### src/hw/rtl/tdr_pkg.sv
`timescale 1ns / 1ps
`default_nettype none

package tdr_pkg;

  // Longest delimiter that a change may install.
  localparam int unsigned MaxDelim = 8;
  // Default depth of the lookahead window, in bytes.
  localparam int unsigned DefWindowDepth = 20;
  // Entries in the command queue between the front and back parts.
  localparam int unsigned FifoDepth = 4;
  // Bytes in the fixed head of the set-delimiters tag.
  localparam int unsigned HeadLen = 23;

  // Configuration register indexes.
  localparam logic [2:0] CFG_OPEN_BYTES  = 3'd0;
  localparam logic [2:0] CFG_OPEN_LEN    = 3'd1;
  localparam logic [2:0] CFG_CLOSE_BYTES = 3'd2;
  localparam logic [2:0] CFG_CLOSE_LEN   = 3'd3;
  localparam logic [2:0] CFG_BRACE       = 3'd4;

  // Error codes.
  localparam logic [2:0] ERR_NONE     = 3'd0;
  localparam logic [2:0] ERR_NO_SPACE = 3'd1;
  localparam logic [2:0] ERR_NO_EQ    = 3'd2;
  localparam logic [2:0] ERR_NO_CLOSE = 3'd3;
  localparam logic [2:0] ERR_LONG     = 3'd4;

  // Characters with a meaning of their own.
  localparam logic [7:0] CH_BSLASH = 8'h5C;
  localparam logic [7:0] CH_QUOTE  = 8'h22;
  localparam logic [7:0] CH_SPACE  = 8'h20;
  localparam logic [7:0] CH_EQ     = 8'h3D;
  localparam logic [7:0] CH_LBRACE = 8'h7B;
  localparam logic [7:0] CH_RBRACE = 8'h7D;

  typedef enum logic [1:0] {
    CMD_BYTE,
    CMD_PAIR,
    CMD_ERR,
    CMD_COMMIT
  } cmd_kind_e;

  typedef struct packed {
    logic [7:0] in_byte;
    logic       in_last;
  } in_item_t;

  typedef struct packed {
    logic [7:0] out_byte;
    logic       out_valid;
    logic       out_last;
    logic [2:0] error_code;
  } out_item_t;

  typedef struct packed {
    logic [63:0] open_bytes;
    logic [3:0]  open_len;
    logic [63:0] close_bytes;
    logic [3:0]  close_len;
    logic        brace;
  } cfg_t;

  // One unit of work for the back part.
  typedef struct packed {
    cmd_kind_e   kind;
    logic        last;
    logic [7:0]  b0;
    logic [7:0]  b1;
    logic [2:0]  err;
    logic [63:0] open_bytes;
    logic [63:0] close_bytes;
    logic [3:0]  open_len;
    logic [3:0]  close_len;
  } cmd_t;

  // Register length as used: zero reads as one, long values clip.
  function automatic logic [3:0] eff_len(logic [3:0] len);
    logic [3:0] r;
    r = len;
    if (len == 4'd0) r = 4'd1;
    else if (len > 4'(MaxDelim)) r = 4'(MaxDelim);
    return r;
  endfunction

  // Fixed head of the set-delimiters tag, ending in an opening quote.
  function automatic logic [7:0] head_byte(logic [4:0] i);
    logic [7:0] r;
    unique case (i)
      5'd0:  r = 8'h7B;
      5'd1:  r = 8'h7B;
      5'd2:  r = 8'h68;
      5'd3:  r = 8'h62;
      5'd4:  r = 8'h73;
      5'd5:  r = 8'h63;
      5'd6:  r = 8'h5F;
      5'd7:  r = 8'h73;
      5'd8:  r = 8'h65;
      5'd9:  r = 8'h74;
      5'd10: r = 8'h5F;
      5'd11: r = 8'h64;
      5'd12: r = 8'h65;
      5'd13: r = 8'h6C;
      5'd14: r = 8'h69;
      5'd15: r = 8'h6D;
      5'd16: r = 8'h69;
      5'd17: r = 8'h74;
      5'd18: r = 8'h65;
      5'd19: r = 8'h72;
      5'd20: r = 8'h73;
      5'd21: r = 8'h20;
      5'd22: r = 8'h22;
      default: r = 8'h00;
    endcase
    return r;
  endfunction

endpackage

`default_nettype wire

### src/hw/rtl/tdr_cmd_fifo.sv
`timescale 1ns / 1ps
`default_nettype none

module tdr_cmd_fifo #(
  parameter int unsigned DEPTH = tdr_pkg::FifoDepth
) (
  input  wire logic          clk_i,
  input  wire logic          rst_ni,
  input  wire logic          push_i,
  input  wire tdr_pkg::cmd_t push_data_i,
  output logic               full_o,
  input  wire logic          pop_i,
  output tdr_pkg::cmd_t      pop_data_o,
  output logic               empty_o
);

  localparam int unsigned PW = (DEPTH > 1) ? $clog2(DEPTH) : 1;
  localparam int unsigned CW = $clog2(DEPTH + 1);

  tdr_pkg::cmd_t  mem_q [DEPTH];
  logic [PW-1:0]  wr_q, wr_d, rd_q, rd_d;
  logic [CW-1:0]  cnt_q, cnt_d;
  logic           do_push, do_pop;

  assign full_o     = (cnt_q == CW'(DEPTH));
  assign empty_o    = (cnt_q == '0);
  assign pop_data_o = mem_q[rd_q];
  assign do_push    = push_i && !full_o;
  assign do_pop     = pop_i && !empty_o;

  // Pointer and fill count update.
  always_comb begin
    wr_d  = wr_q;
    rd_d  = rd_q;
    cnt_d = cnt_q;
    if (do_push) begin
      wr_d = (wr_q == PW'(DEPTH - 1)) ? '0 : wr_q + PW'(1);
    end
    if (do_pop) begin
      rd_d = (rd_q == PW'(DEPTH - 1)) ? '0 : rd_q + PW'(1);
    end
    if (do_push && !do_pop) cnt_d = cnt_q + CW'(1);
    else if (do_pop && !do_push) cnt_d = cnt_q - CW'(1);
  end

  always_ff @(posedge clk_i or negedge rst_ni) begin
    if (!rst_ni) begin
      wr_q  <= '0;
      rd_q  <= '0;
      cnt_q <= '0;
    end else begin
      wr_q  <= wr_d;
      rd_q  <= rd_d;
      cnt_q <= cnt_d;
    end
  end

  // Entry storage.
  always_ff @(posedge clk_i) begin
    if (do_push) mem_q[wr_q] <= push_data_i;
  end

endmodule

`default_nettype wire

### src/hw/rtl/tdr_front.sv
`timescale 1ns / 1ps
`default_nettype none

module tdr_front #(
  parameter int unsigned WINDOW_DEPTH = tdr_pkg::DefWindowDepth
) (
  input  wire logic              clk_i,
  input  wire logic              rst_ni,
  input  wire tdr_pkg::cfg_t     cfg_i,
  input  wire logic              in_valid_i,
  output logic                   in_ready_o,
  input  wire tdr_pkg::in_item_t in_data_i,
  output logic                   push_valid_o,
  output tdr_pkg::cmd_t          push_data_o,
  input  wire logic              fifo_full_i
);

  localparam int unsigned CW = $clog2(WINDOW_DEPTH + 1);
  localparam int unsigned IW = $clog2(WINDOW_DEPTH);
  localparam int unsigned XN = WINDOW_DEPTH + 9;
  localparam int unsigned XW = $clog2(XN);
  localparam int unsigned NW = 7;

  localparam logic [1:0] F_IDLE = 2'd0;
  localparam logic [1:0] F_RUN  = 2'd1;
  localparam logic [1:0] F_END  = 2'd2;

  localparam logic [2:0] M_TEXT  = 3'd0;
  localparam logic [2:0] M_TAG   = 3'd1;
  localparam logic [2:0] M_LEAD  = 3'd2;
  localparam logic [2:0] M_OPEN  = 3'd3;
  localparam logic [2:0] M_MID   = 3'd4;
  localparam logic [2:0] M_CLOSE = 3'd5;
  localparam logic [2:0] M_MATCH = 3'd6;
  localparam logic [2:0] M_SINK  = 3'd7;

  logic [1:0]    st_q, st_d;
  logic          in_tpl_q, in_tpl_d;
  logic          flush_q, flush_d;
  logic [2:0]    mode_q, mode_d;
  logic [63:0]   open_q, open_d, close_q, close_d;
  logic [3:0]    olen_q, olen_d, clen_q, clen_d;
  logic          brace_q, brace_d;
  logic [7:0]    win_q [WINDOW_DEPTH];
  logic [7:0]    win_d [WINDOW_DEPTH];
  logic [CW-1:0] cnt_q, cnt_d;
  logic [63:0]   popen_q, popen_d, pclose_q, pclose_d;
  logic [3:0]    pol_q, pol_d, pcl_q, pcl_d;
  logic [3:0]    aux_q, aux_d;
  logic          skip_q, skip_d;
  logic          pend_v_q, pend_v_d;
  tdr_pkg::cmd_t pend_q, pend_d;

  logic [7:0]    win_x [XN];
  logic          mo, mc;
  logic [NW-1:0] cnt7, nd, oc;
  logic          act_cond, blocked;
  logic [7:0]    b, bo;
  logic          new_v;
  tdr_pkg::cmd_t new_cmd;
  logic [3:0]    pk;
  logic          do_pop, pop_all;
  logic [CW-1:0] base_cnt;
  logic [4:0]    csum;

  // Window padded with zeros so fixed taps past the end read safely.
  always_comb begin
    for (int i = 0; i < WINDOW_DEPTH; i++) win_x[i] = win_q[i];
    for (int i = WINDOW_DEPTH; i < XN; i++) win_x[i] = 8'h00;
  end

  // Delimiter matches at the head of the window.
  always_comb begin
    mo = 1'b1;
    mc = 1'b1;
    for (int k = 0; k < 8; k++) begin
      if (4'(k) < olen_q && (NW'(k) >= cnt7 || win_x[k] != open_q[8*k +: 8])) mo = 1'b0;
      if (4'(k) < clen_q && (NW'(k) >= cnt7 || win_x[k] != close_q[8*k +: 8])) mc = 1'b0;
    end
  end

  // Bytes the current mode wants in the window before it decides.
  always_comb begin
    cnt7 = NW'(cnt_q);
    oc   = NW'(olen_q) + NW'(clen_q);
    if (mode_q == M_TEXT) nd = skip_q ? NW'(1) : oc + NW'(4);
    else if (mode_q == M_TAG) nd = NW'(clen_q);
    else nd = NW'(1);
    if (nd > NW'(WINDOW_DEPTH)) nd = NW'(WINDOW_DEPTH);
    act_cond = (cnt_q != '0) && (flush_q || cnt7 >= nd);
    blocked  = pend_v_q && fifo_full_i;
    b        = win_x[0];
    bo       = win_x[XW'(olen_q)];
  end

  always_comb begin
    st_d     = st_q;
    in_tpl_d = in_tpl_q;
    flush_d  = flush_q;
    mode_d   = mode_q;
    open_d   = open_q;
    close_d  = close_q;
    olen_d   = olen_q;
    clen_d   = clen_q;
    brace_d  = brace_q;
    win_d    = win_q;
    cnt_d    = cnt_q;
    popen_d  = popen_q;
    pclose_d = pclose_q;
    pol_d    = pol_q;
    pcl_d    = pcl_q;
    aux_d    = aux_q;
    skip_d   = skip_q;
    pend_v_d = pend_v_q;
    pend_d   = pend_q;
    new_v    = 1'b0;
    new_cmd  = '0;
    pk       = 4'd1;
    do_pop   = 1'b0;
    pop_all  = 1'b0;
    base_cnt = '0;
    csum     = 5'(pcl_q) + 5'(aux_q);
    push_valid_o = 1'b0;
    push_data_o  = pend_q;

    unique case (st_q)
      F_IDLE: begin
        // Accept a byte; the first one of a template loads the registers.
        if (in_valid_i) begin
          base_cnt = cnt_q;
          if (!in_tpl_q) begin
            in_tpl_d = 1'b1;
            mode_d   = M_TEXT;
            open_d   = cfg_i.open_bytes;
            olen_d   = tdr_pkg::eff_len(cfg_i.open_len);
            close_d  = cfg_i.close_bytes;
            clen_d   = tdr_pkg::eff_len(cfg_i.close_len);
            brace_d  = cfg_i.brace;
            popen_d  = '0;
            pclose_d = '0;
            pol_d    = '0;
            pcl_d    = '0;
            aux_d    = '0;
            skip_d   = 1'b0;
            base_cnt = '0;
          end
          if (base_cnt < CW'(WINDOW_DEPTH)) begin
            win_d[base_cnt[IW-1:0]] = in_data_i.in_byte;
            cnt_d = base_cnt + CW'(1);
          end else begin
            cnt_d = base_cnt;
          end
          flush_d = in_data_i.in_last;
          st_d    = F_RUN;
        end
      end

      F_RUN: begin
        if (act_cond && !blocked) begin
          // One decision on the head of the window.
          unique case (mode_q)
            M_TEXT: begin
              do_pop = 1'b1;
              if (skip_q) begin
                new_v = 1'b1; new_cmd.kind = tdr_pkg::CMD_BYTE; new_cmd.b0 = b;
                skip_d = 1'b0;
              end else if (b == tdr_pkg::CH_BSLASH) begin
                new_v = 1'b1; new_cmd.kind = tdr_pkg::CMD_BYTE; new_cmd.b0 = b;
                skip_d = 1'b1;
              end else if ((!flush_q || cnt7 >= oc + NW'(4)) && mo &&
                           NW'(olen_q) < cnt7 && bo == tdr_pkg::CH_EQ) begin
                pk       = olen_q + 4'd1;
                popen_d  = '0;
                pclose_d = '0;
                pol_d    = '0;
                pcl_d    = '0;
                aux_d    = '0;
                mode_d   = M_LEAD;
              end else if ((!flush_q || cnt7 >= oc + NW'(1)) && mo) begin
                new_v = 1'b1; new_cmd.kind = tdr_pkg::CMD_PAIR;
                new_cmd.b0 = tdr_pkg::CH_LBRACE; new_cmd.b1 = tdr_pkg::CH_LBRACE;
                pk     = olen_q;
                mode_d = M_TAG;
              end else if (cnt7 >= NW'(2) && b == tdr_pkg::CH_LBRACE &&
                           win_x[1] == tdr_pkg::CH_LBRACE && !brace_q) begin
                new_v = 1'b1; new_cmd.kind = tdr_pkg::CMD_PAIR;
                new_cmd.b0 = tdr_pkg::CH_BSLASH; new_cmd.b1 = b;
              end else begin
                new_v = 1'b1; new_cmd.kind = tdr_pkg::CMD_BYTE; new_cmd.b0 = b;
              end
            end
            M_TAG: begin
              do_pop = 1'b1;
              if ((!flush_q || cnt7 >= NW'(clen_q)) && mc) begin
                new_v = 1'b1; new_cmd.kind = tdr_pkg::CMD_PAIR;
                new_cmd.b0 = tdr_pkg::CH_RBRACE; new_cmd.b1 = tdr_pkg::CH_RBRACE;
                pk     = clen_q;
                mode_d = M_TEXT;
              end else begin
                new_v = 1'b1; new_cmd.kind = tdr_pkg::CMD_BYTE; new_cmd.b0 = b;
              end
            end
            M_LEAD: begin
              do_pop = 1'b1;
              if (b != tdr_pkg::CH_SPACE) begin
                popen_d = {56'h0, b};
                pol_d   = 4'd1;
                pcl_d   = 4'd0;
                mode_d  = M_OPEN;
              end
            end
            M_OPEN: begin
              do_pop = 1'b1;
              if (b == tdr_pkg::CH_SPACE) begin
                mode_d = M_MID;
              end else if (pol_q >= 4'(tdr_pkg::MaxDelim)) begin
                new_v = 1'b1; new_cmd.kind = tdr_pkg::CMD_ERR; new_cmd.err = tdr_pkg::ERR_LONG;
                mode_d = M_SINK;
              end else begin
                popen_d[8*pol_q[2:0] +: 8] = b;
                pol_d = pol_q + 4'd1;
              end
            end
            M_MID: begin
              do_pop = 1'b1;
              if (b == tdr_pkg::CH_EQ) begin
                new_v = 1'b1; new_cmd.kind = tdr_pkg::CMD_ERR; new_cmd.err = tdr_pkg::ERR_LONG;
                mode_d = M_SINK;
              end else if (b != tdr_pkg::CH_SPACE) begin
                pclose_d = {56'h0, b};
                pcl_d    = 4'd1;
                aux_d    = '0;
                mode_d   = M_CLOSE;
              end
            end
            M_CLOSE: begin
              do_pop = 1'b1;
              if (b == tdr_pkg::CH_EQ) begin
                aux_d  = '0;
                mode_d = M_MATCH;
              end else if (b == tdr_pkg::CH_SPACE) begin
                if (aux_q < 4'd15) aux_d = aux_q + 4'd1;
              end else if (csum + 5'd1 > 5'(tdr_pkg::MaxDelim)) begin
                new_v = 1'b1; new_cmd.kind = tdr_pkg::CMD_ERR; new_cmd.err = tdr_pkg::ERR_LONG;
                mode_d = M_SINK;
              end else begin
                // Inner spaces held back so far go in ahead of this byte.
                for (int j = 0; j < 8; j++) begin
                  if (4'(j) >= pcl_q && 5'(j) < csum) pclose_d[8*j +: 8] = tdr_pkg::CH_SPACE;
                  else if (5'(j) == csum) pclose_d[8*j +: 8] = b;
                end
                pcl_d = 4'(csum + 5'd1);
                aux_d = '0;
              end
            end
            M_MATCH: begin
              do_pop = 1'b1;
              if (b != close_q[8*aux_q[2:0] +: 8]) begin
                new_v = 1'b1; new_cmd.kind = tdr_pkg::CMD_ERR;
                new_cmd.err = tdr_pkg::ERR_NO_CLOSE;
                mode_d = M_SINK;
              end else begin
                aux_d = aux_q + 4'd1;
                if (aux_q + 4'd1 >= clen_q) begin
                  // Install the new delimiters and announce them.
                  open_d  = popen_q;
                  olen_d  = pol_q;
                  close_d = pclose_q;
                  clen_d  = pcl_q;
                  brace_d = (popen_q[7:0] == tdr_pkg::CH_LBRACE);
                  new_v = 1'b1;
                  new_cmd.kind        = tdr_pkg::CMD_COMMIT;
                  new_cmd.open_bytes  = popen_q;
                  new_cmd.close_bytes = pclose_q;
                  new_cmd.open_len    = pol_q;
                  new_cmd.close_len   = pcl_q;
                  mode_d = M_TEXT;
                end
              end
            end
            default: begin
              do_pop  = 1'b1;
              pop_all = 1'b1;
            end
          endcase
        end else if (!act_cond && !blocked) begin
          // End of the step: an unfinished change at template end is an error.
          if (flush_q) begin
            if (mode_q == M_LEAD || mode_q == M_OPEN) begin
              new_v = 1'b1; new_cmd.kind = tdr_pkg::CMD_ERR; new_cmd.err = tdr_pkg::ERR_NO_SPACE;
            end else if (mode_q == M_MID || mode_q == M_CLOSE) begin
              new_v = 1'b1; new_cmd.kind = tdr_pkg::CMD_ERR; new_cmd.err = tdr_pkg::ERR_NO_EQ;
            end else if (mode_q == M_MATCH) begin
              new_v = 1'b1; new_cmd.kind = tdr_pkg::CMD_ERR;
              new_cmd.err = tdr_pkg::ERR_NO_CLOSE;
            end
            in_tpl_d = 1'b0;
            cnt_d    = '0;
            mode_d   = M_TEXT;
          end
          st_d = F_END;
        end
      end

      F_END: begin
        // The held command is the last result of this step.
        if (pend_v_q) begin
          if (!fifo_full_i) begin
            push_valid_o     = 1'b1;
            push_data_o.last = 1'b1;
            pend_v_d         = 1'b0;
            st_d             = F_IDLE;
          end
        end else begin
          st_d = F_IDLE;
        end
      end

      default: st_d = F_IDLE;
    endcase

    // Drop consumed bytes from the head of the window.
    if (do_pop) begin
      if (pop_all || cnt7 < NW'(pk)) cnt_d = '0;
      else cnt_d = CW'(cnt7 - NW'(pk));
      for (int i = 0; i < WINDOW_DEPTH; i++) win_d[i] = win_x[XW'(i) + XW'(pk)];
    end

    // One command is held back until the next one shows whether it was last.
    if (new_v) begin
      if (pend_v_q) push_valid_o = 1'b1;
      pend_d   = new_cmd;
      pend_v_d = 1'b1;
    end
  end

  always_ff @(posedge clk_i or negedge rst_ni) begin
    if (!rst_ni) begin
      st_q     <= F_IDLE;
      in_tpl_q <= 1'b0;
      flush_q  <= 1'b0;
      mode_q   <= M_TEXT;
      cnt_q    <= '0;
      skip_q   <= 1'b0;
      pend_v_q <= 1'b0;
      aux_q    <= '0;
    end else begin
      st_q     <= st_d;
      in_tpl_q <= in_tpl_d;
      flush_q  <= flush_d;
      mode_q   <= mode_d;
      cnt_q    <= cnt_d;
      skip_q   <= skip_d;
      pend_v_q <= pend_v_d;
      aux_q    <= aux_d;
    end
  end

  // Delimiters, window bytes and the pending command.
  always_ff @(posedge clk_i) begin
    open_q   <= open_d;
    close_q  <= close_d;
    olen_q   <= olen_d;
    clen_q   <= clen_d;
    brace_q  <= brace_d;
    win_q    <= win_d;
    popen_q  <= popen_d;
    pclose_q <= pclose_d;
    pol_q    <= pol_d;
    pcl_q    <= pcl_d;
    pend_q   <= pend_d;
  end

  assign in_ready_o = (st_q == F_IDLE);

  // The window never holds more bytes than it has room for.
  a_cnt_bound: assert property (@(posedge clk_i) disable iff (!rst_ni)
    cnt_q <= CW'(WINDOW_DEPTH))
    else $error("lookahead count beyond window depth");

  // A step never ends with a command still held back.
  a_idle_no_pend: assert property (@(posedge clk_i) disable iff (!rst_ni)
    (st_q == F_IDLE) |-> !pend_v_q)
    else $error("held command left at end of step");

  // Commands go into the queue only when it has room.
  a_push_room: assert property (@(posedge clk_i) disable iff (!rst_ni)
    push_valid_o |-> !fifo_full_i)
    else $error("push into a full command queue");

endmodule

`default_nettype wire

### src/hw/rtl/tdr_back.sv
`timescale 1ns / 1ps
`default_nettype none

module tdr_back (
  input  wire logic          clk_i,
  input  wire logic          rst_ni,
  output logic               pop_o,
  input  wire tdr_pkg::cmd_t pop_data_i,
  input  wire logic          empty_i,
  output logic               out_valid_o,
  input  wire logic          out_ready_i,
  output tdr_pkg::out_item_t out_data_o
);

  localparam logic [2:0] P_HEAD  = 3'd0;
  localparam logic [2:0] P_OPEN  = 3'd1;
  localparam logic [2:0] P_MID   = 3'd2;
  localparam logic [2:0] P_CLOSE = 3'd3;
  localparam logic [2:0] P_TAIL  = 3'd4;

  logic               busy_q, busy_d;
  tdr_pkg::cmd_t      cmd_q, cmd_d;
  logic [2:0]         ph_q, ph_d;
  logic [4:0]         idx_q, idx_d;
  logic               esc_q, esc_d;
  logic               oval_q, oval_d;
  tdr_pkg::out_item_t out_q, out_d;

  logic               slot_free, done;
  logic [7:0]         ob, db;
  logic [3:0]         dlen;

  assign slot_free = !oval_q || out_ready_i;
  assign pop_o     = !busy_q && !empty_i;

  // Next output byte of the current command and the step after it.
  always_comb begin
    ob    = cmd_q.b0;
    done  = 1'b0;
    ph_d  = ph_q;
    idx_d = idx_q;
    esc_d = esc_q;
    db    = (ph_q == P_OPEN) ? cmd_q.open_bytes[8*idx_q[2:0] +: 8]
                             : cmd_q.close_bytes[8*idx_q[2:0] +: 8];
    dlen  = (ph_q == P_OPEN) ? cmd_q.open_len : cmd_q.close_len;
    unique case (cmd_q.kind)
      tdr_pkg::CMD_BYTE: done = 1'b1;
      tdr_pkg::CMD_ERR: begin
        ob   = 8'h00;
        done = 1'b1;
      end
      tdr_pkg::CMD_PAIR: begin
        ob    = (idx_q == 5'd0) ? cmd_q.b0 : cmd_q.b1;
        done  = (idx_q != 5'd0);
        idx_d = idx_q + 5'd1;
      end
      tdr_pkg::CMD_COMMIT: begin
        unique case (ph_q)
          P_HEAD: begin
            ob = tdr_pkg::head_byte(idx_q);
            if (idx_q == 5'(tdr_pkg::HeadLen - 1)) begin
              ph_d  = P_OPEN;
              idx_d = '0;
            end else begin
              idx_d = idx_q + 5'd1;
            end
          end
          P_OPEN, P_CLOSE: begin
            // A quote inside a delimiter is preceded by a backslash.
            if (db == tdr_pkg::CH_QUOTE && !esc_q) begin
              ob    = tdr_pkg::CH_BSLASH;
              esc_d = 1'b1;
            end else begin
              ob    = db;
              esc_d = 1'b0;
              if (idx_q + 5'd1 >= 5'(dlen)) begin
                ph_d  = (ph_q == P_OPEN) ? P_MID : P_TAIL;
                idx_d = '0;
              end else begin
                idx_d = idx_q + 5'd1;
              end
            end
          end
          P_MID: begin
            ob = (idx_q == 5'd1) ? tdr_pkg::CH_SPACE : tdr_pkg::CH_QUOTE;
            if (idx_q == 5'd2) begin
              ph_d  = P_CLOSE;
              idx_d = '0;
            end else begin
              idx_d = idx_q + 5'd1;
            end
          end
          default: begin
            ob    = (idx_q == 5'd0) ? tdr_pkg::CH_QUOTE : tdr_pkg::CH_RBRACE;
            done  = (idx_q == 5'd2);
            idx_d = idx_q + 5'd1;
          end
        endcase
      end
      default: done = 1'b1;
    endcase
  end

  // Command load and output register.
  always_comb begin
    busy_d = busy_q;
    cmd_d  = cmd_q;
    oval_d = oval_q;
    out_d  = out_q;
    if (out_ready_i) oval_d = 1'b0;
    if (pop_o) begin
      busy_d = 1'b1;
      cmd_d  = pop_data_i;
    end else if (busy_q && slot_free) begin
      oval_d             = 1'b1;
      out_d.out_byte     = ob;
      out_d.out_valid    = (cmd_q.kind != tdr_pkg::CMD_ERR);
      out_d.error_code   = (cmd_q.kind == tdr_pkg::CMD_ERR) ? cmd_q.err : tdr_pkg::ERR_NONE;
      out_d.out_last     = cmd_q.last && done;
      if (done) busy_d = 1'b0;
    end
  end

  always_ff @(posedge clk_i or negedge rst_ni) begin
    if (!rst_ni) begin
      busy_q <= 1'b0;
      oval_q <= 1'b0;
      ph_q   <= P_HEAD;
      idx_q  <= '0;
      esc_q  <= 1'b0;
    end else begin
      busy_q <= busy_d;
      oval_q <= oval_d;
      if (pop_o) begin
        ph_q  <= P_HEAD;
        idx_q <= '0;
        esc_q <= 1'b0;
      end else if (busy_q && slot_free) begin
        ph_q  <= ph_d;
        idx_q <= idx_d;
        esc_q <= esc_d;
      end
    end
  end

  always_ff @(posedge clk_i) begin
    cmd_q <= cmd_d;
    out_q <= out_d;
  end

  assign out_valid_o = oval_q;
  assign out_data_o  = out_q;

endmodule

`default_nettype wire

### src/hw/rtl/template_delimiter_rewriter.sv
// Channel   Direction  Signals                               Transfer when
// in        input      in_valid_i, in_ready_o, in_data_i     in_valid_i && in_ready_o
// out       output     out_valid_o, out_ready_i, out_data_o  out_valid_o && out_ready_i
// cfg       input      cfg_valid_i, cfg_ready_o, cfg_index_i, cfg_data_i  valid && ready
//
// Each input byte enters the window in F_IDLE; F_RUN then makes each decision the
// lookahead allows (a decision may consume a whole delimiter) and closes the step in F_END.
// The back part loads each command, then sends one output byte per cycle while the output
// is accepted; a set-delimiters tag is 31 to 61 bytes.
// Reset clears the window, the command queue and the output register; no clearing pass.
// A stalled output fills the command queue, which then holds the front part.
`timescale 1ns / 1ps
`default_nettype none

module template_delimiter_rewriter #(
  parameter int unsigned WINDOW_DEPTH = tdr_pkg::DefWindowDepth
) (
  input  wire logic               clk_i,
  input  wire logic               rst_ni,
  input  wire logic               in_valid_i,
  output logic                    in_ready_o,
  input  wire tdr_pkg::in_item_t  in_data_i,
  output logic                    out_valid_o,
  input  wire logic               out_ready_i,
  output tdr_pkg::out_item_t      out_data_o,
  input  wire logic               cfg_valid_i,
  output logic                    cfg_ready_o,
  input  wire logic [2:0]         cfg_index_i,
  input  wire logic [63:0]        cfg_data_i
);

  tdr_pkg::cfg_t cfg_q;
  logic          push_valid, fifo_full, fifo_pop, fifo_empty;
  tdr_pkg::cmd_t push_data, pop_data;

  assign cfg_ready_o = 1'b1;

  // Configuration registers.
  always_ff @(posedge clk_i or negedge rst_ni) begin
    if (!rst_ni) begin
      cfg_q.open_bytes  <= 64'd31611;
      cfg_q.open_len    <= 4'd2;
      cfg_q.close_bytes <= 64'd32125;
      cfg_q.close_len   <= 4'd2;
      cfg_q.brace       <= 1'b0;
    end else if (cfg_valid_i) begin
      unique case (cfg_index_i)
        tdr_pkg::CFG_OPEN_BYTES:  cfg_q.open_bytes  <= cfg_data_i;
        tdr_pkg::CFG_OPEN_LEN:    cfg_q.open_len    <= cfg_data_i[3:0];
        tdr_pkg::CFG_CLOSE_BYTES: cfg_q.close_bytes <= cfg_data_i;
        tdr_pkg::CFG_CLOSE_LEN:   cfg_q.close_len   <= cfg_data_i[3:0];
        tdr_pkg::CFG_BRACE:       cfg_q.brace       <= cfg_data_i[0];
        default: ;
      endcase
    end
  end

  tdr_front #(
    .WINDOW_DEPTH(WINDOW_DEPTH)
  ) u_front (
    .clk_i       (clk_i),
    .rst_ni      (rst_ni),
    .cfg_i       (cfg_q),
    .in_valid_i  (in_valid_i),
    .in_ready_o  (in_ready_o),
    .in_data_i   (in_data_i),
    .push_valid_o(push_valid),
    .push_data_o (push_data),
    .fifo_full_i (fifo_full)
  );

  tdr_cmd_fifo #(
    .DEPTH(tdr_pkg::FifoDepth)
  ) u_fifo (
    .clk_i      (clk_i),
    .rst_ni     (rst_ni),
    .push_i     (push_valid),
    .push_data_i(push_data),
    .full_o     (fifo_full),
    .pop_i      (fifo_pop),
    .pop_data_o (pop_data),
    .empty_o    (fifo_empty)
  );

  tdr_back u_back (
    .clk_i      (clk_i),
    .rst_ni     (rst_ni),
    .pop_o      (fifo_pop),
    .pop_data_i (pop_data),
    .empty_i    (fifo_empty),
    .out_valid_o(out_valid_o),
    .out_ready_i(out_ready_i),
    .out_data_o (out_data_o)
  );

endmodule

`default_nettype wire
### config.mk
export PLATFORM = sky130hd
export DESIGN_NAME = template_delimiter_rewriter
export DESIGN_NICKNAME = d
export VERILOG_FILES = /design/src/hw/rtl/tdr_pkg.sv /design/src/hw/rtl/tdr_cmd_fifo.sv /design/src/hw/rtl/tdr_front.sv /design/src/hw/rtl/tdr_back.sv /design/src/hw/rtl/template_delimiter_rewriter.sv
export SDC_FILE = /design/constraint.sdc
export NUM_CORES = 2
export LEC_CHECK = 0
export ABC_AREA = 1
export BUFFER_PORTS_ARGS = -buffer_cell sky130_fd_sc_hd__buf_2
export CORE_MARGIN = 4
export CORE_UTILIZATION = 50
export CTS_BUF_LIST = sky130_fd_sc_hd__clkbuf_8
export CTS_CLUSTER_DIAMETER = 100
export DETAILED_ROUTE_END_ITERATION = 10
export PLACE_DENSITY = 0.66
export RECOVER_POWER = 25
export SLEW_MARGIN = 15
export SYNTH_ARGS = -nofsm -noshare
export SYNTH_HDL_FRONTEND = slang
export SYNTH_SLANG_ARGS = --single-unit
export TNS_END_PERCENT = 20
### constraint.sdc
create_clock -name clk_i -period 18.1 [get_ports clk_i]
set_clock_uncertainty 0.1 [all_clocks]
set_input_delay 1.81 -clock clk_i [delete_from_list [all_inputs] [get_ports clk_i]]
set_output_delay 1.81 -clock clk_i [all_outputs]
set_load 0.1 [all_outputs]
# Yosys cells after proc, flatten, opt, wreduce, memory -nomap -nowiden
# Memories as Yosys holds them, arrays and structs flattened. A register that Yosys moved wholly into a read port is not among the register bits.
# Index checks and enable logic that the tools add are counted.
# Widths: inputs -> output; s select.
dict set report classes {
  n_bitwise 27
  n_shift 5
  n_mux 374
  n_eq_ne 117
  add_sub_neg 35
  magnitude_cmp 79
  reduce_logical 140
}
# op count
set op_table {}
lappend op_table {{$mux 64} 26}
lappend op_table {{$bmux 8 s5} 21}
lappend op_table {{$mux 160} 4}
lappend op_table {{$mux 8} 69}
lappend op_table {{$pmux 64 s2} 4}
lappend op_table {{$pmux 64 s3} 2}
lappend op_table {{$shiftx 64x7->8} 3}
lappend op_table {{$mux 4} 47}
lappend op_table {{$bwmux 160} 1}
lappend op_table {{$ne 8x8->1} 17}
lappend op_table {{$ge 6x6->1 const B} 22}
lappend op_table {{$reduce_and 14->1} 9}
lappend op_table {{$mux 3} 41}
lappend op_table {{$not 5->6} 20}
lappend op_table {{$mux 1} 81}
lappend op_table {{$mux 5} 16}
lappend op_table {{$bwmux 64} 1}
lappend op_table {{$shift 8x34->64 const A} 1}
lappend op_table {{$shiftx 8x34->64} 1}
lappend op_table {{$mux 2} 27}
lappend op_table {{$pmux 4 s2} 6}
lappend op_table {{$pmux 8 s3} 2}
lappend op_table {{$logic_and 1x1->1} 45}
lappend op_table {{$add 4x4->5 const A} 8}
lappend op_table {{other kinds (106)} 303}
dict set report word_totals {
  output_inout_bits 16
  ramBits 632
  reg_bits 776
  in_bits 81
  rom_bits 224
  word_cells 848
  memories 2
}
# memory depth word_bits rd rd_ports_with_merged_regs write_ports line_no
set memory_table {}
lappend memory_table {u_fifo.mem_q 4 158 1 1 1 tdr_cmd_fifo.sv:20} ;# tdr_pkg::cmd_t mem_q [DEPTH];
lappend memory_table {{(no name shown)} 32 7 1 0 0 tdr_pkg.sv:89} ;# unique case (i)

# Logic depth before layout (Yosys ltp)
dict set report depth {
  ltp_word 26
  depth_mapped 43
}

# Modules after synthesis
# Synthesis repeated with hierarchy kept, for this count alone.
dict set report hier_totals {
  hier_cells 8894
  hier_area_um2 81171.6
}
# module n_inst area_each_um2 cells_each
set modules_own_cells {}
lappend modules_own_cells {tdr_front 1 41278.3 5604}
lappend modules_own_cells {tdr_cmd_fifo 1 26211.4 1905}
lappend modules_own_cells {tdr_back 1 8182.8 778}
lappend modules_own_cells {template_delimiter_rewriter 1 5499.0 607}

# Worst setup path after synthesis
# No wires, ideal clock.
dict set report synth_path {
  kind {register -> register}
  startpoint {reg u_front.clen_q[0]}
  endpoint {mem u_fifo.mem_q[0][0] in the netlist's numbering, enable pin}
  t_arrival_ns 10.460
  path_slack_ns 6.861
  setup_ns 0.679
  required_time_ns 17.321
  path_buffers 0
  stages_incl_launch_ff 26
  path_cell_list {edfxtp_1 > ha_1 > fa_1 > xor2_1 > ha_1 > inv_1 > o22ai_1 > o211ai_1 > nand2_1 > inv_1 > nand2_1 > ha_1 > o21ai_0 > a21boi_0 > o21ai_0 > nand2_1 > nand2_1 > nand2_1 > nand2_1 > nor2_1 > nand2_1 > a21oi_1 > o21ai_0 > nand3_1 > nand2_1 > nor2_1}
}
dict set report synth_between {
  elab_chain_len 18
  word_cells_on_any_way 32
  cone_classes {add/sub (2); order compare (4); mux (16); reduce/logical (10)}
}
# element line_no
set synth_lines {}
lappend synth_lines {{start: declaration} tdr_front.sv:42} ;# logic [3:0] olen_q, olen_d, clen_q, clen_d;
lappend synth_lines {{start signal: assignment} tdr_front.sv:364} ;# clen_q <= clen_d;
lappend synth_lines {{$add 4x4->5} tdr_front.sv:85} ;# oc = NW'(olen_q) + NW'(clen_q);
lappend synth_lines {{$add 7x3->7} {tdr_front.sv:86, tdr_front.sv:170}}
lappend synth_lines {{$mux 7 (2 in series)} tdr_front.sv:86} ;# if (mode_q == M_TEXT) nd = skip_q ? NW'(1) : oc + NW'(4);
lappend synth_lines {{$gt 7x5->1} tdr_front.sv:89} ;# if (nd > NW'(WINDOW_DEPTH)) nd = NW'(WINDOW_DEPTH);
lappend synth_lines {{$mux 7} tdr_front.sv:89}
lappend synth_lines {{$ge 5x7->1} tdr_front.sv:90} ;# act_cond = (cnt_q != '0) && (flush_q || cnt7 >= nd);
lappend synth_lines {{$logic_or 1x1->1} tdr_front.sv:90}
lappend synth_lines {{$logic_and 1x1->1} tdr_front.sv:90}
lappend synth_lines {{$logic_not 1->1} tdr_front.sv:286} ;# end else if (!act_cond && !blocked) begin
lappend synth_lines {{$logic_and 1x1->1} tdr_front.sv:286}
lappend synth_lines {{$mux 1} tdr_front.sv:286}
lappend synth_lines {{$mux 1 *} tdr_front.sv:159} ;# if (act_cond && !blocked) begin
lappend synth_lines {{$mux 1 *} tdr_front.sv:126} ;# unique case (st_q)
lappend synth_lines {{$mux 1 *} tdr_front.sv:330} ;# if (new_v) begin
lappend synth_lines {{$logic_and 1x1->1 *} tdr_cmd_fifo.sv:28} ;# assign do_push = push_i && !full_o;
lappend synth_lines {{$mux 1 *} tdr_cmd_fifo.sv:60} ;# if (do_push) mem_q[wr_q] <= push_data_i;
lappend synth_lines {{$mux 1 (implied by the code) *} tdr_cmd_fifo.sv:60}
lappend synth_lines {{end: declaration} tdr_cmd_fifo.sv:20}
# Every way passes the cells marked *; elsewhere a longest branch is shown, timed or not.

==> results.cfg <==
[route]
wl_per_cell_um = 29.6
via_per_inst = 6.16
drt_iter0_drc = 9618
drtPass1Iterations = 9
num_vias = 66000
post-route-drc-count = 0
final_antenna_net_count = 0
drt_wl_total_um = 317000

[floorplanning]
fp.dieH_um = 403
die_area_um2 = 162000
ioPinCount = 97
core_um2 = 155000
chipWidth_um = 403
start_util_pct = 50.5
rows = 144

[timing]
rsz0062_at_grt = false
fmax_mhz = 99.8
finalHoldViolCount = 0
relSlewSlack_pct = -155
layout_worst_path_cycle_share_pct = 55.4
setup_tns_ps = 0
min_period_ps = 10020
max_slew.worst_pin.slew_ps = 3820
drv_slew = 331
finalSetupViolCount = 0

[critical_path]
startpoint_type = register
path_class = reg -> reg
cp.arrival_ps = 10730
r2r-start = u_front.olen_q[0]
reg2reg_slack_ps = 8080
cp.buffers_inverters = 8
cp_common_cell = nand2_1
critPathTopFamily = simple AND/OR/NAND/NOR gates
endpoint_kind = register
r2r-end = u_front.win_q[55]
worstRegToRegCells = 37
critPathSlowestCell = nor2_2
worstPathRequired_ps = 18800
slowest_delay_ps = 800
crit_fanout = 77

[synthesis]
synth_seq_area_share_pct = 59.2
synth_cell_type_count = 70
syn_area_um2 = 78000
synth_top_family_by_area = simple AND/OR/NAND/NOR gates
synth_seq_cells = 1566
synthCells = 8410
netlist_top_cells_count = nand2_1 (1587), edfxtp_1 (1393), nand3_1 (1106)
synth_mux_area_share_pct = 0.0529
synthSimpleGateAreaFrac_pct = 21.2
netlist.area_leader.share_pct = 53.6
ys.flop_type = edfxtp_1
synth_edf_count = 1393
synthArstFlopShare_pct = 11.0
yosys_warnings = 0
synth.most_common_cell = nand2_1
synth_area_leaders = edfxtp_1 (54%), nand2_1 (7.6%), nand3_1 (7.1%)
synthAdderAreaFrac_pct = 1.43
synth_xor_area_share_pct = 1.05
synth_fp_nets = 8578
synth_compound_area_share_pct = 10.7
yosysTopAreaCell = edfxtp_1
synth_area_per_cell_um2 = 9.28

[placement]
port_buffers = 95
hpwl_um = 220000
gp_congestion = 1.04
dp.cells = 10200
placed_area_um2 = 80200

[cts]
cts_sinks = 1566
postCtsResizedCells = 0
clk_pin_slew_ps = 60
cts_setup_buffers = 0
cts-root-buf = clkbuf_8
ctsHoldBuffers = 0
clock_path_buffers = 4
cts_tree = built
h-tree-depth = 5
cts_buffers = 284
clock_latency_ps = 1030

[outcome]
status = finished, violations left
violations = capacitance limit, slew limit

[min_path]
min_from = u_front.push_data_o[58]
holdPathEnd = u_fifo.mem_q[1][58]
whs_path_depth = 0
holdCritPathClass = reg -> reg

[power_and_ir_drop]
p_leak_nw = 34.2
ir_drop_mv = 0.228
powerDensity_nw_per_um2 = 220

[final_layout]
nets = 8617
final_layout_size_suffix_gt1_share_pct = 8.61
post-route-cell-area_um2 = 85300
syn_to_final_growth_pct = 9.24
finalNonFillerCells = 10700

[grt]
grt_overflow = 0
grt_first_pass_wirelength_um = 444000
grt_max_degree = 166
grt_use_total_pct = 38.1
grt_pass1_vias = 61000
antenna_found_initial = 11

[run]
drv_cap = 5
==> sequential cells by signal, summed over array words and instances, names as in the netlist, 137 cells and up <==
register	count
u_fifo.mem_q	632
u_back.cmd_q	158
u_front.push_data_o	157
u_front.win_q	152
cfg_q	137
==> through the flow <==
stage / setup slack [ps] / hold slack [ps] / power (W) / util, %
after global routing: 7630 / 363 / 0.0196 / 55.1
after floorplan: 6860 / 353 / 0.0119 / -
after CTS: 8270 / 336 / 0.0185 / 55.2
final: 8080 / 361 / 0.0187 / 55.1
after global placement: 8300 / 366 / 0.0153 / 51.9
after detailed placement: 8310 / 374 / 0.0154 / 51.9
==> how the worst max path moves through the flow <==
stage,from,end,slack [ps],cells past startpoint
6_report,u_front.olen_q[0],u_front.win_q[55],8080,37
2_1_floorplan,u_front.clen_q[0],u_fifo.mem_q[0][0],6860,25
5_1_grt,u_front.olen_q[0],u_front.win_q[38],7630,36
4_1_cts,u_front.olen_q[0],u_front.win_q[55],8270,37
3_5_place_dp,u_front.olen_q[0],u_front.win_q[55],8310,37
3_3_place_gp,u_front.olen_q[0],u_front.win_q[55],8300,37
==> placed cells by master (no fill, tap or decap), drive strengths merged, types with 6 or more instances in the layout <==
cell type	count
a211oi	7
a21boi	6
a21oi	287
a22oi	10
a31oi	6
buf	214
clkbuf	307
clkinv	95
clkinvlp	11
dfrtp	147
dfstp	26
diode	6
edfxtp	1393
ha	83
inv	840
nand2	1618
nand3	1130
nand4	35
nor2	1009
nor3	55
nor4	12
o211ai	30
o21ai	947
o21bai	7
o221ai	7
o22ai	207
o31ai	9
or2	11
xnor2	45
xor2	49
==> cell families after synthesis <==
family,count (synthesis)
adder cells (fa/ha/maj),87
other,2
flip-flops,1566
XOR/XNOR,94
AO/OA/AOI/OAI,1547
AND/OR/NAND/NOR,3879
multiplexers,4
buffers and inverters,1231
==> power breakdown <==
group | leakage [nW] | internal [W] | switching (W)
clock network | 2.90 | 0.00159 | 0.00150
registers | 15.1 | 0.00617 | 0.00124
logic | 16.2 | 0.00198 | 0.00625
==> metal layers <==
| layer | part of all wire [%] | vias up | global-route usage [%] |
|---|---|---|---|
| met4 | 8.4 | 2 | 26.4 |
| met1 | 37 | 31800 | 49.6 |
| met5 | 0.0038 | - | 0 |
| met3 | 11 | 902 | 9.60 |
| li1 | - | 29000 | - |
| met2 | 43 | 4219 | 56.3 |
==> area by class of cell <==
class	count	area, um2
timing repair buffer	219	1450
multi-input combinational	5613	27100
sequential	1566	46200
tap	2044	2560
clock buffer	302	4160
clock inverter	185	885
antenna	6	15.0
fill	13800	69300
inverter	765	2890
No activity file was read; power rests on OpenSTA's default activity.
